--- src/hdl/sec2utc_pkg.sv ---
package sec2utc_pkg;

	// Calendar constants.
	localparam longint unsigned SecPerDay    = 86400;
	localparam longint unsigned SecPerHour   = 3600;
	localparam longint unsigned SecPerMin    = 60;
	localparam longint unsigned DaysPerWeek  = 7;
	localparam longint unsigned DaysPerEra   = 146097;
	localparam longint unsigned DaysPerCent  = 36524;
	localparam longint unsigned DaysPer4Yr   = 1460;
	localparam longint unsigned DaysPerYear  = 365;
	localparam longint unsigned DaysToMar1   = 719468;
	localparam longint unsigned YearsPerEra  = 400;
	localparam longint unsigned YearsPerCent = 100;
	localparam longint unsigned YearBase     = 1900;

	// The day split divides by 128 with a shift, then by the odd factor 675.
	localparam int unsigned     DayShift = 7;
	localparam longint unsigned DayDiv   = SecPerDay >> DayShift;

	// Biases that keep every quotient input non-negative.
	localparam longint unsigned DayBias = ((64'd1 << 40) + DayDiv - 1) / DayDiv;
	localparam longint unsigned EraBias = ((64'd1 << 31) + DaysPerEra - 1) / DaysPerEra;
	localparam longint unsigned ZBias   = DaysToMar1 + EraBias * DaysPerEra - DayBias;
	// 1970-01-01 was a Thursday; fold the day bias into the weekday offset.
	localparam longint unsigned WdayAdj = (4 + DaysPerWeek - DayBias % DaysPerWeek) % DaysPerWeek;

	// Number of register stages from the input beat to the output register.
	localparam int unsigned NumStages = 17;

	// First day of each month in a year that starts on March 1.
	localparam logic [8:0] MarchStart [12] = '{
		9'd0, 9'd31, 9'd61, 9'd92, 9'd122, 9'd153,
		9'd184, 9'd214, 9'd245, 9'd275, 9'd306, 9'd337
	};

	// First day of each month in a year that starts on January 1 (common year).
	localparam logic [8:0] MonthStart [12] = '{
		9'd0, 9'd31, 9'd59, 9'd90, 9'd120, 9'd151,
		9'd181, 9'd212, 9'd243, 9'd273, 9'd304, 9'd334
	};

	// Register enables of one constant divider.
	typedef struct packed {
		logic mul;
		logic fix;
	} cdiv_en_t;

	// Output beat layout, second in the lowest bits.
	typedef struct packed {
		logic [1:0]         pad;
		logic [8:0]         day_of_year;
		logic [2:0]         weekday;
		logic signed [23:0] year_offset;
		logic [3:0]         month_index;
		logic [4:0]         day_of_month;
		logic [4:0]         hour;
		logic [5:0]         minute;
		logic [5:0]         second;
	} result_t;

endpackage

--- src/hdl/sec2utc_cdiv.sv ---
// Two-stage division of an unsigned value by a constant.
// The first stage multiplies by floor(2^W / D), which gives the quotient or one
// less; the second stage forms the remainder and corrects by one step.
module sec2utc_cdiv import sec2utc_pkg::*; #(
	parameter int unsigned     W  = 32,
	parameter longint unsigned D  = 7,
	parameter int unsigned     QW = 8,
	parameter int unsigned     RW = 3
) (
	input  logic          clk,
	input  cdiv_en_t      en,
	input  logic [W-1:0]  y,
	output logic [QW-1:0] q,
	output logic [RW-1:0] r
);

	localparam longint unsigned M  = (64'd1 << W) / D;
	localparam int unsigned     MW = $clog2(M + 1);

	logic [W+MW-1:0] prod;
	logic [MW-1:0]   qe_s1;
	logic [W-1:0]    y_s1;
	logic [W-1:0]    rfull;
	logic            over;
	logic [MW-1:0]   q_s2;
	logic [W-1:0]    r_s2;

	// Reciprocal product; its upper bits are the quotient estimate.
	assign prod = (W+MW)'(y) * (W+MW)'(M);

	// Remainder of the estimate, which is below twice the divisor.
	assign rfull = y_s1 - W'(qe_s1 * D);
	assign over  = rfull >= W'(D);

	always_ff @(posedge clk) begin
		if (en.mul) begin
			qe_s1 <= prod[W+MW-1:W];
			y_s1  <= y;
		end
		if (en.fix) begin
			q_s2 <= over ? qe_s1 + 1'b1 : qe_s1;
			r_s2 <= over ? rfull - W'(D) : rfull;
		end
	end

	assign q = q_s2[QW-1:0];
	assign r = r_s2[RW-1:0];

endmodule

--- src/hdl/unix_seconds_to_utc_date.sv ---
// Converts a signed count of seconds since 1970-01-01 00:00:00 UTC into the
// broken-down UTC date and time of the proleptic Gregorian calendar.
// Input channel: s_axis_*, one 48-bit two's complement time per beat.
// Output channel: m_axis_*, one 64-bit result per input beat, in input order.
// Throughput: one beat per cycle, sustained, as long as m_axis_tready is high.
// Depth: 17 register stages, from the input register to the output register.
// The stage count is set by the chain of constant dividers: seconds to days
// (two 21-bit digit steps by 675 after a shift by 128), days to 400-year eras,
// then four-year cycles, years of the era and the month lookup, each divider
// taking two stages.
// Each stage holds its own valid bit and moves forward whenever the stage after
// it is empty or moving, so bubbles close up while the receiver stalls, and the
// input is still taken until every stage is full. A stalled result holds
// steady on m_axis_tdata. Nothing is lost or repeated over a stall.
// Reset clears all valid bits at once; the block accepts beats as soon as
// arst_n is released. There is no configuration.
module unix_seconds_to_utc_date import sec2utc_pkg::*; (
	input  logic        clk,
	input  logic        arst_n,
	input  logic        s_axis_tvalid,
	output logic        s_axis_tready,
	input  logic [47:0] s_axis_tdata,   // [47:0] epoch_seconds
	output logic        m_axis_tvalid,
	input  logic        m_axis_tready,
	// [5:0] second, [11:6] minute, [16:12] hour, [21:17] day_of_month,
	// [25:22] month_index, [49:26] year_offset, [52:50] weekday,
	// [61:53] day_of_year, [63:62] zero
	output logic [63:0] m_axis_tdata
);

	typedef struct packed {
		logic signed [23:0] era400;
		logic [2:0]         wday;
		logic [4:0]         hour;
		logic [5:0]         minute;
		logic [5:0]         second;
	} side_t;

	logic [NumStages:1] vld_q;
	logic [NumStages:1] adv;

	// Stage advance: a stage loads when it is empty or the next one loads.
	always_comb begin
		adv[NumStages] = !vld_q[NumStages] || m_axis_tready;
		for (int k = NumStages - 1; k >= 1; k--) begin
			adv[k] = !vld_q[k] || adv[k+1];
		end
	end

	always_ff @(posedge clk or negedge arst_n) begin
		if (!arst_n) begin
			vld_q <= '0;
		end else begin
			if (adv[1]) begin
				vld_q[1] <= s_axis_tvalid;
			end
			for (int k = 2; k <= NumStages; k++) begin
				if (adv[k]) begin
					vld_q[k] <= vld_q[k-1];
				end
			end
		end
	end

	assign s_axis_tready = adv[1];
	assign m_axis_tvalid = vld_q[NumStages];

	// Divider enables, one pair per divider.
	cdiv_en_t en_hi, en_lo, en_era, en_wk, en_hr, en_c4, en_min, en_yr;
	assign en_hi  = '{mul: adv[2],  fix: adv[3]};
	assign en_lo  = '{mul: adv[4],  fix: adv[5]};
	assign en_era = '{mul: adv[7],  fix: adv[8]};
	assign en_wk  = '{mul: adv[7],  fix: adv[8]};
	assign en_hr  = '{mul: adv[7],  fix: adv[8]};
	assign en_c4  = '{mul: adv[9],  fix: adv[10]};
	assign en_min = '{mul: adv[9],  fix: adv[10]};
	assign en_yr  = '{mul: adv[12], fix: adv[13]};

	// Stage 1: floor division by 128 and a bias that makes the value positive.
	logic signed [40:0] q128;
	logic [41:0]        x_s1;
	logic [6:0]         low7_s1;

	assign q128 = s_axis_tdata[47:DayShift];

	// Stages 2..5: two digit steps of the division by 675.
	logic [11:0] qh;
	logic [9:0]  rh;
	logic [20:0] qlo;
	logic [9:0]  rlo;
	logic [20:0] xl_s2, xl_s3;
	logic [6:0]  low7_s2, low7_s3, low7_s4, low7_s5;
	logic [11:0] qh_s4, qh_s5;

	sec2utc_cdiv #(.W(21), .D(DayDiv), .QW(12), .RW(10)) u_div_hi (
		.clk (clk),
		.en  (en_hi),
		.y   (x_s1[41:21]),
		.q   (qh),
		.r   (rh)
	);

	sec2utc_cdiv #(.W(31), .D(DayDiv), .QW(21), .RW(10)) u_div_lo (
		.clk (clk),
		.en  (en_lo),
		.y   ({rh, xl_s3}),
		.q   (qlo),
		.r   (rlo)
	);

	// Stage 6: biased day count, shifted day count and seconds of the day.
	logic [31:0] qa;
	logic [31:0] qa_s6;
	logic [31:0] zu_s6;
	logic [16:0] rem_s6;

	assign qa = 32'({qh_s5, qlo});

	// Stages 7..8: eras, weekday and hour.
	logic [14:0] era_q;
	logic [17:0] doe;
	logic [2:0]  r7;
	logic [4:0]  hour;
	logic [11:0] sec_hr;

	sec2utc_cdiv #(.W(32), .D(DaysPerEra), .QW(15), .RW(18)) u_div_era (
		.clk (clk),
		.en  (en_era),
		.y   (zu_s6),
		.q   (era_q),
		.r   (doe)
	);

	sec2utc_cdiv #(.W(32), .D(DaysPerWeek), .QW(1), .RW(3)) u_div_wk (
		.clk (clk),
		.en  (en_wk),
		.y   (qa_s6),
		.q   (),
		.r   (r7)
	);

	sec2utc_cdiv #(.W(17), .D(SecPerHour), .QW(5), .RW(12)) u_div_hr (
		.clk (clk),
		.en  (en_hr),
		.y   (rem_s6),
		.q   (hour),
		.r   (sec_hr)
	);

	// Stage 9: weekday wrap, era year base and the century correction.
	logic signed [15:0] era_sgn;
	logic signed [23:0] era400;
	logic [3:0]         wsum;
	logic [2:0]         wday;
	logic [1:0]         cterm;

	assign era_sgn = 16'(era_q) - 16'(EraBias);
	assign era400  = 24'(era_sgn) * $signed(24'(YearsPerEra));
	assign wsum    = 4'(r7) + 4'(WdayAdj);
	assign wday    = (wsum >= 4'(DaysPerWeek)) ? 3'(wsum - 4'(DaysPerWeek)) : 3'(wsum);
	// doe/36524 - doe/146096 reduces to three compares, since doe <= 146096.
	assign cterm   = 2'(doe >= 18'(DaysPerCent)) + 2'(doe >= 18'(DaysPerCent * 2))
		+ 2'(doe >= 18'(DaysPerCent * 3));

	side_t       side_s9, side_s10, side_s11, side_s12, side_s13, side_s14, side_s15;
	side_t       side_s16;
	logic [1:0]  cterm_s9, cterm_s10;
	logic [17:0] doe_s9, doe_s10, doe_s11, doe_s12, doe_s13;

	// Stages 9..10: four-year cycles, minute and second.
	logic [6:0] q1460;
	logic [5:0] minute;
	logic [5:0] second;

	sec2utc_cdiv #(.W(18), .D(DaysPer4Yr), .QW(7), .RW(11)) u_div_c4 (
		.clk (clk),
		.en  (en_c4),
		.y   (doe),
		.q   (q1460),
		.r   ()
	);

	sec2utc_cdiv #(.W(12), .D(SecPerMin), .QW(6), .RW(6)) u_div_min (
		.clk (clk),
		.en  (en_min),
		.y   (sec_hr),
		.q   (minute),
		.r   (second)
	);

	// Stages 11..13: year of the era.
	logic [17:0] xs_s11;
	logic [8:0]  yoe;

	sec2utc_cdiv #(.W(18), .D(DaysPerYear), .QW(9), .RW(9)) u_div_yr (
		.clk (clk),
		.en  (en_yr),
		.y   (xs_s11),
		.q   (yoe),
		.r   ()
	);

	// Stage 14: day of the March-based year.
	logic [1:0]  c100;
	logic [17:0] doym_full;
	logic [8:0]  doym_s14, doym_s15;
	logic [8:0]  yoe_s14, yoe_s15;

	assign c100 = 2'(yoe >= 9'(YearsPerCent)) + 2'(yoe >= 9'(YearsPerCent * 2))
		+ 2'(yoe >= 9'(YearsPerCent * 3));
	assign doym_full = doe_s13 - (18'(yoe * DaysPerYear) + 18'(yoe >> 2) - 18'(c100));

	// Stage 15: March-based month from the month start table.
	logic [3:0] mp_cnt;
	logic [3:0] mp_s15;

	always_comb begin
		mp_cnt = '0;
		for (int i = 1; i < 12; i++) begin
			if (doym_s14 >= MarchStart[i]) begin
				mp_cnt = 4'(i);
			end
		end
	end

	// Stage 16: January-based month, day of month, year of era and leap flag.
	logic [8:0] yadj;
	logic       leap;
	logic [3:0] mon_s16;
	logic [4:0] dom_s16;
	logic [8:0] yadj_s16;
	logic       leap_s16;

	assign yadj = yoe_s15 + 9'(mp_s15 >= 4'd10);
	// The era starts on a year divisible by 400, so only the year of the era matters.
	assign leap = (yadj[1:0] == 2'b00) && (yadj != 9'(YearsPerCent))
		&& (yadj != 9'(YearsPerCent * 2)) && (yadj != 9'(YearsPerCent * 3));

	// Stage 17: output register.
	result_t res_s17;

	assign m_axis_tdata = res_s17;

	// Pipeline payload registers.
	always_ff @(posedge clk) begin
		if (adv[1]) begin
			x_s1    <= 42'(q128) + 42'(DayDiv * DayBias);
			low7_s1 <= s_axis_tdata[DayShift-1:0];
		end
		if (adv[2]) begin
			xl_s2   <= x_s1[20:0];
			low7_s2 <= low7_s1;
		end
		if (adv[3]) begin
			xl_s3   <= xl_s2;
			low7_s3 <= low7_s2;
		end
		if (adv[4]) begin
			qh_s4   <= qh;
			low7_s4 <= low7_s3;
		end
		if (adv[5]) begin
			qh_s5   <= qh_s4;
			low7_s5 <= low7_s4;
		end
		if (adv[6]) begin
			qa_s6  <= qa;
			zu_s6  <= qa + 32'(ZBias);
			rem_s6 <= {rlo, low7_s5};
		end
		if (adv[9]) begin
			side_s9  <= '{era400: era400, wday: wday, hour: hour, minute: '0, second: '0};
			cterm_s9 <= cterm;
			doe_s9   <= doe;
		end
		if (adv[10]) begin
			side_s10  <= side_s9;
			cterm_s10 <= cterm_s9;
			doe_s10   <= doe_s9;
		end
		if (adv[11]) begin
			side_s11 <= '{era400: side_s10.era400, wday: side_s10.wday,
				hour: side_s10.hour, minute: minute, second: second};
			xs_s11   <= doe_s10 - 18'(q1460) + 18'(cterm_s10);
			doe_s11  <= doe_s10;
		end
		if (adv[12]) begin
			side_s12 <= side_s11;
			doe_s12  <= doe_s11;
		end
		if (adv[13]) begin
			side_s13 <= side_s12;
			doe_s13  <= doe_s12;
		end
		if (adv[14]) begin
			side_s14 <= side_s13;
			doym_s14 <= doym_full[8:0];
			yoe_s14  <= yoe;
		end
		if (adv[15]) begin
			side_s15 <= side_s14;
			doym_s15 <= doym_s14;
			yoe_s15  <= yoe_s14;
			mp_s15   <= mp_cnt;
		end
		if (adv[16]) begin
			side_s16 <= side_s15;
			mon_s16  <= (mp_s15 < 4'd10) ? mp_s15 + 4'd2 : mp_s15 - 4'd10;
			dom_s16  <= 5'(doym_s15 - MarchStart[mp_s15] + 9'd1);
			yadj_s16 <= yadj;
			leap_s16 <= leap;
		end
		if (adv[17]) begin
			res_s17.pad          <= '0;
			res_s17.second       <= side_s16.second;
			res_s17.minute       <= side_s16.minute;
			res_s17.hour         <= side_s16.hour;
			res_s17.weekday      <= side_s16.wday;
			res_s17.day_of_month <= dom_s16;
			res_s17.month_index  <= mon_s16;
			res_s17.year_offset  <= side_s16.era400 + 24'(yadj_s16) - 24'(YearBase);
			res_s17.day_of_year  <= MonthStart[mon_s16] + 9'(dom_s16) - 9'd1
				+ 9'(leap_s16 && (mon_s16 > 4'd1));
		end
	end

endmodule

--- config.mk ---
export PLATFORM = sky130hd
export DESIGN_NAME = unix_seconds_to_utc_date
export DESIGN_NICKNAME = d
export VERILOG_FILES = /design/src/hdl/sec2utc_pkg.sv /design/src/hdl/sec2utc_cdiv.sv /design/src/hdl/unix_seconds_to_utc_date.sv
export SDC_FILE = /design/constraint.sdc
export NUM_CORES = 2
export LEC_CHECK = 0
export BUFFER_PORTS_ARGS = -buffer_cell sky130_fd_sc_hd__buf_2
export CAP_MARGIN = 15
export CORE_ASPECT_RATIO = 1.75
export CORE_UTILIZATION = 60
export CTS_BUF_LIST = sky130_fd_sc_hd__clkbuf_2 sky130_fd_sc_hd__clkbuf_4 sky130_fd_sc_hd__clkbuf_8
export DETAILED_ROUTE_END_ITERATION = 16
export PLACE_DENSITY = 0.76
export RECOVER_POWER = 50
export SETUP_SLACK_MARGIN = 0.15
export SYNTH_ARGS = -nofsm -noshare
export SYNTH_HDL_FRONTEND = slang
export SYNTH_SLANG_ARGS = --single-unit
--- constraint.sdc ---
create_clock -name clk -period 21 [get_ports clk]
set_input_delay 0 -clock clk [delete_from_list [all_inputs] [get_ports clk]]
set_output_delay 0 -clock clk [all_outputs]
set_load 0.03 [all_outputs]
Word level (Yosys, flattened, before mapping)
Memory sizes are Yosys's and may differ from the RTL's.
Cells that the tools add are included.
W data, S select, Z words.
{ "word_totals": {"n_memories": 2, "in_bits": 52, "rom_bits": 288, "reg_bits": 1143, "elab_cells": 292} }
{ "classes": {"bitwise": 2, "n_lt_le_gt_ge": 31, "eq_ne": 3, "multipliers": 18, "reduce_logical": 41, "n_addsub": 45, "muxes": 29} }
{ "memory_table": {"columns": ["name", "depth", "width", "read_ports", "rd_clocked_by_memory_dff", "wr", "line", "rtl"], "rows": [
  ["(name not given)", 16, 9, 1, 0, 0, "unix_seconds_to_utc_date.sv:322", "res_s17.day_of_year <= MonthStart[mon_s16] + 9'(dom_s16) - 9'd1"],
  ["(name not given)", 16, 9, 1, 0, 0, "unix_seconds_to_utc_date.sv:309", "dom_s16 <= 5'(doym_s15 - MarchStart[mp_s15] + 9'd1);"]
]} }
{ "op_table": {"columns": ["op", "n"], "rows": [
  ["$sub A32 B32 Y32", 2],
  ["$mul A32 B28 Y60 const B", 1],
  ["$mul A31 B22 Y53 const B", 1],
  ["$mul A32 B14 Y46 const B", 1],
  ["$ge A9 B8 Y1 const B", 5],
  ["$add A42 B41 Y42 const B", 1],
  ["$ge A18 B17 Y1 const B", 2],
  ["$ge A9 B9 Y1 const B", 4],
  ["$sub A18 B18 Y18", 2],
  ["$add A32 B29 Y32 const B", 1],
  ["$ge A32 B18 Y1 const B", 1],
  ["$ge A32 B3 Y1 const B", 1],
  ["$mul A15 B18 Y32 const B", 1],
  ["$mul A21 B11 Y32 const B", 1],
  ["$mul A30 B3 Y32 const B", 1],
  ["$ge A31 B10 Y1 const B", 1],
  ["$mul A22 B10 Y31 const B", 1],
  ["$sub A31 B31 Y31", 1],
  ["$mux W4", 7],
  ["$ge A9 B7 Y1 const B", 3],
  ["$mul A18 B9 Y27 const B", 1],
  ["$mux W9", 3],
  ["$mul A18 B8 Y26 const B", 1],
  ["$add A24 B9 Y24", 1],
  ["75 further kinds", 125]
]} }

Longest topological paths before layout
{ "logic_depth": {"depth_word": 18, "ltp_mapped": 28} }

Hierarchy
From an unflattened synthesis, not the netlist that was laid out.
{ "hier_totals": {"cells_unflattened": 9401, "hier_area_um2": 107982.3} }
{ "by_module_without_submodules": {"columns": ["module", "area_each_um2", "cells_each", "seq_area_each_um2", "n_inst"], "rows": [
  ["unix_seconds_to_utc_date", 30161.4, 1832, 21986.1, 1],
  ["sec2utc_cdiv (u_div_lo)", 17638.2, 1698, 2522.4, 1],
  ["sec2utc_cdiv (u_div_era)", 17436.7, 1635, 2402.3, 1],
  ["sec2utc_cdiv (u_div_wk)", 15691.3, 1625, 1981.9, 1],
  ["sec2utc_cdiv (u_div_hi)", 7589.8, 750, 1651.6, 1],
  ["sec2utc_cdiv (u_div_yr)", 7150.6, 692, 1381.3, 1],
  ["sec2utc_cdiv (u_div_c4)", 6394.9, 634, 1321.3, 1],
  ["sec2utc_cdiv (u_div_hr)", 3368.2, 310, 1201.2, 1],
  ["sec2utc_cdiv (u_div_min)", 2551.2, 225, 930.9, 1]
]} }

Worst setup path after synthesis
OpenSTA, ideal clock, no wires.
{ "synth_path": {"path_type": "flip-flop to flip-flop", "startpoint": "register vld_q[17] (netlist bit)", "endpoint": "register low7_s1[0], enable pin", "path_buffers": 0, "path_stages_with_launch": 11, "slack_ns": 11.947, "period_less_slack_ns": 9.053, "arrival_time_ns": 8.123, "setup_time_ns": 0.929, "path_cell_list": "dfrtp_1 nor2b_1 nand2_1 nor2_1 and2_1 and3_1 nand2_1 nor2_1 nand3_1 nor2_1 nand4_1"} }
{ "synth_between": {"elab_chain_len": 18} }
{ "synth_lines": {"columns": ["item", "line", "rtl"], "rows": [
  ["from (decl)", "unix_seconds_to_utc_date.sv:39", "logic [NumStages:1] vld_q;"],
  ["from (signal, indexed assignment)", "unix_seconds_to_utc_date.sv:59", "vld_q[k] <= vld_q[k-1];"],
  ["$logic_not A1 Y1", "unix_seconds_to_utc_date.sv:44", "adv[NumStages] = !vld_q[NumStages] || m_axis_tready;"],
  ["$logic_or A1 B1 Y1", "unix_seconds_to_utc_date.sv:44", null],
  ["$logic_or A1 B1 Y1", "unix_seconds_to_utc_date.sv:46", "adv[k] = !vld_q[k] || adv[k+1];"],
  ["net adv, one bit", "unix_seconds_to_utc_date.sv:40", "logic [NumStages:1] adv;"],
  ["$logic_or A1 B1 Y1 (7 in series)", "unix_seconds_to_utc_date.sv:46", null],
  ["net adv, one bit", "unix_seconds_to_utc_date.sv:40", null],
  ["$logic_or A1 B1 Y1 (4 in series)", "unix_seconds_to_utc_date.sv:46", null],
  ["net adv, one bit", "unix_seconds_to_utc_date.sv:40", null],
  ["$logic_or A1 B1 Y1 (4 in series)", "unix_seconds_to_utc_date.sv:46", null],
  ["net s_axis_tready", "unix_seconds_to_utc_date.sv:21", "output logic s_axis_tready,"],
  ["to (signal assigned)", "unix_seconds_to_utc_date.sv:248", "low7_s1 <= s_axis_tdata[DayShift-1:0];"],
  ["to (decl)", "unix_seconds_to_utc_date.sv:82", "logic [6:0] low7_s1;"]
]} }
The timed path passes the listed nets, and every way through them passes these cells.
A chain may end at the register's enable or synchronous reset.

Worst setup path in the final report
{ "layout_path": {"startpoint": "register u_div_era.qe_s1[14]", "endpoint": "register u_div_era.q_s2[1], in the netlist u_div_era.q[1] (data pin)"} }
{ "layout_between": {"elab_chain_len": 4} }
{ "layout_lines": {"columns": ["item", "line", "rtl"], "rows": [
  ["from (decl)", "sec2utc_cdiv.sv:21", "logic [MW-1:0] qe_s1;"],
  ["from (signal assigned)", "sec2utc_cdiv.sv:37", "qe_s1 <= prod[W+MW-1:W];"],
  ["$mul A15 B18 Y32", "sec2utc_cdiv.sv:32", "assign rfull = y_s1 - W'(qe_s1 * D);"],
  ["$sub A32 B32 Y32", "sec2utc_cdiv.sv:32", null],
  ["$ge A32 B18 Y1", "sec2utc_cdiv.sv:33", "assign over = rfull >= W'(D);"],
  ["$mux W15", "sec2utc_cdiv.sv:41", "q_s2 <= over ? qe_s1 + 1'b1 : qe_s1;"],
  ["to (signal assigned)", "sec2utc_cdiv.sv:41", null],
  ["to (decl)", "sec2utc_cdiv.sv:25", "logic [MW-1:0] q_s2;"]
]} }
Every way passes these cells.

==> results.py <==
metrics = {
    "run_status": {
        "run_status": "finished, violations left",
        "violated_checks": "max-capacitance violations, max-slew violations",
    },
    "sta": {
        "timing_max_transition_violations_final": 321,
        "tightest_pin_transition_ns": 3.62,
        "final-setup-viol-count": 0,
        "timing.max_slew.rel_slack": -1.41,
        "finalHoldViolCount": 0,
        "setup_total_negative_slack_ns": 0,
        "layout_worst_path_cycle_share": 0.379,
        "timing.clock.skew_ns": 0.0762,
        "setup_repair_after_global_routing_missed_its_margin": "no",
        "timing.fmax_mhz": 126,
        "finalWorstPathRequiredPeriod_ns": 7.96,
    },
    "cts": {
        "ctsLongestPathBuffers": 4,
        "cts_inserted_buffers": 177,
        "cts.root.buffer_cell": "clkbuf_8",
        "cts_num_sinks": 1139,
        "cts_resized": 0,
        "clock_tree_from_tritoncts": "built",
        "postCtsSetupRepairBufs": 0,
        "cts_htree_levels": 4,
        "insertion_delay_ns": 0.94,
        "cts.clk_slew.worst_paths_ns": 0.06,
    },
    "logic_synthesis": {
        "postSynthRegisterBits": 1139,
        "most_area_consuming_cells_after_synthesis": "edfxtp_1, fa_1, ha_1",
        "synth-seq-area-share": 0.327,
        "edff_count_synth": 1122,
        "mappedNetlistArea_sq_um": 104000,
        "synth_most_common_cell": "inv_1",
        "synthFlopType": "edfxtp_1",
        "proportion_of_register_bits_with_asynchronous_set_or_reset_after_synthesis": 0.0149,
        "synthesis.yosys.warnings": 0,
        "avgSynthCellArea_sq_um": 11.6,
        "yosys.cell_types.count": 80,
        "synth_largest_area_cell": "edfxtp_1",
        "yosys.area.top_type_share": 0.323,
        "synthCells": 9003,
        "ys_top_cells_by_count": "inv_1, ha_1, edfxtp_1",
    },
    "global_routing": {
        "antenna_found_initial": 2,
        "largest_net_degree_at_the_start_of_global_routing": 81,
        "grt.overflow.total": 0,
        "gr-usage-all-layers": 0.283,
        "global_route_wire_length_before_repair_um": 382000,
        "first_global_vias": 74100,
    },
    "layout": {
        "filler_cell_count": 13100,
        "finalNetCount": 12300,
        "layout-drive-gt1-share": 0.0421,
        "flow.area_growth_from_synthesis_pct": 8.18,
    },
    "die": {
        "die_h_um": 554,
        "die_x_um": 317,
        "initial_core_util": 0.603,
        "fp-row-count": 202,
        "core_region_area_sq_um": 173000,
        "design.die.area_sq_um": 176000,
        "num_io_pins": 118,
    },
    "worst_setup_path": {
        "arrival_ns": 8.62,
        "start_kind": "flop",
        "path_max_fanout": 34,
        "worst-setup-path-type": "reg -> reg",
        "setup.worst_path.end_class": "flop",
        "worst_ep_required_time_ns": 21.66,
    },
    "route": {
        "route.detailed.drc": 0,
        "vias_per_std_cell": 5.60,
        "antenna_violating_nets_post_route": 0,
        "total_length_of_routed_wires_um": 240000,
        "drt_iter0_drc": 2865,
        "routed_wire_length_per_instance_um": 20.4,
        "drt_first_pass_iters": 6,
        "via_count": 66000,
    },
    "hold_path": {
        "holdCritPathClass": "in -> reg",
    },
    "placed_design": {
        "hpwl_um": 198000,
        "place_congestion": 0.955,
        "number_of_buffer_cells_added_on_primary_ports": 115,
    },
    "flow_run": {
        "drv.max_cap_violation_count": 6,
    },
}
-- metal layers --
metal	global-route usage	routed length, um	up-vias
li1	-	-	30900
met1	0.256	76000	32800
met2	0.570	139000	1448
met3	0.0322	6880	800
met4	0.184	18100	0
met5	0	0	-
-- area by class of cell --
class | count | area [sq um] | area share
multi-input combinational | 5744 | 62300 | 0.552
clock buffer | 214 | 2760 | 0.0244
tap | 2244 | 2810 | 0.0249
inverter | 2057 | 7720 | 0.0684
sequential | 1139 | 34100 | 0.302
antenna | 2 | 5.00 | 0.0000444
timing repair buffer | 277 | 2000 | 0.0177
clock inverter | 100 | 1160 | 0.0103
-- cells by family after synthesis --
logic type / synth area share
AO/OA/AOI/OAI: 0.0677
XOR/XNOR: 0.0416
adder cells (fa/ha/maj): 0.424
buffers and inverters: 0.0764
flip-flops: 0.327
multiplexers: 0.00390
other: 0.0000360
AND/OR/NAND/NOR: 0.0595
-- layout by cell type, fill, tap and decap left out, types with 21 or more instances in the layout --
master,count
a211oi_1,33
a21boi_0,27
a21o_1,146
a21oi_1,304
a31oi_1,34
and2_1,23
and3_1,50
buf_2,47
bufinv_16,26
clkbuf_1,81
clkbuf_4,30
clkbuf_8,184
clkinv_1,36
clkinv_2,23
dlygate4sd3_1,137
edfxtp_1,1122
fa_1,1111
ha_1,1755
inv_1,2052
mux2i_1,26
nand2_1,258
nand2b_1,58
nand3_1,120
nand4_1,64
nor2_1,342
nor2b_1,68
nor3_1,111
nor4_1,36
o2111ai_1,21
o211ai_1,23
o21a_1,69
o21ai_0,218
o21bai_1,45
or3_1,24
xnor2_1,344
xor2_1,151
-- worst max-delay path: stages (launching register included) --
cell      delay, ns
edfxtp_1       0.78
inv_1          0.22
ha_1           0.38
inv_1          0.07
fa_1           0.52
fa_1           0.56
fa_1           0.53
fa_1           0.56
inv_1          0.06
fa_1           0.54
inv_1          0.05
ha_1           0.42
a21o_1         0.20
a21o_1         0.16
a21oi_1        0.48
nand3_1        0.16
a211oi_1       0.28
a21oi_1        0.13
xnor2_1        0.27
nand4_1        0.25
nor4_4         0.26
buf_4          0.43
mux2_2         0.39
-- what timing repair did --
item / in CTS / in global routing
endpoints found under the hold margin: 69 / 0
hold buffers: 138 / 0
setup endpoints to repair: 0 / 0
-- final timing paths --
path | endpoint | slack, ns | startpoint | cells past startpoint
max | u_div_era.q[1] | 13.04 | u_div_era.qe_s1[14] | 22
min | vld_q[17] | 0.16 | m_axis_tready | 4
max reg2reg | u_div_era.q[1] | 13.04 | u_div_era.qe_s1[14] | 22
min reg2reg | side_s14[38] | 0.39 | side_s13[38] | 0
max in group asynchronous | vld_q[12] | 19.32 | arst_n | 4
min in group asynchronous | vld_q[17] | 0.71 | arst_n | 4
-- registers in the layout, summed over array words and instances, names as in the netlist, 30 cells and up --
name	flops
side_s16	40
side_s12	40
side_s13	40
u_div_wk.qe_s1	30
u_div_lo.y_s1	31
m_axis_tdata	62
u_div_era.y_s1	32
zu_s6	30
side_s11	40
qa_s6	32
x_s1	42
side_s15	40
side_s14	40
u_div_wk.y_s1	30
-- through the flow --
stage | setup WS, ns | instances | hold slack [ns] | instance area [sq um] | utilization
final | 13.04 | 11800 | 0.161 | 113000 | 0.653
after global placement | 13.16 | 11300 | 0.0542 | 108000 | 0.623
after global routing | 12.68 | 11800 | 0.164 | 113000 | 0.653
after CTS | 13.08 | 11800 | 0.0632 | 113000 | 0.654
after floorplan | 11.95 | 9004 | -0.296 | 104000 | -
after detailed placement | 13.09 | 11300 | 0.0580 | 108000 | 0.623
Power is left out: the tool's default activity adds up to more than one toggle a clock period on the data nets, which glitch-free logic cannot reach.
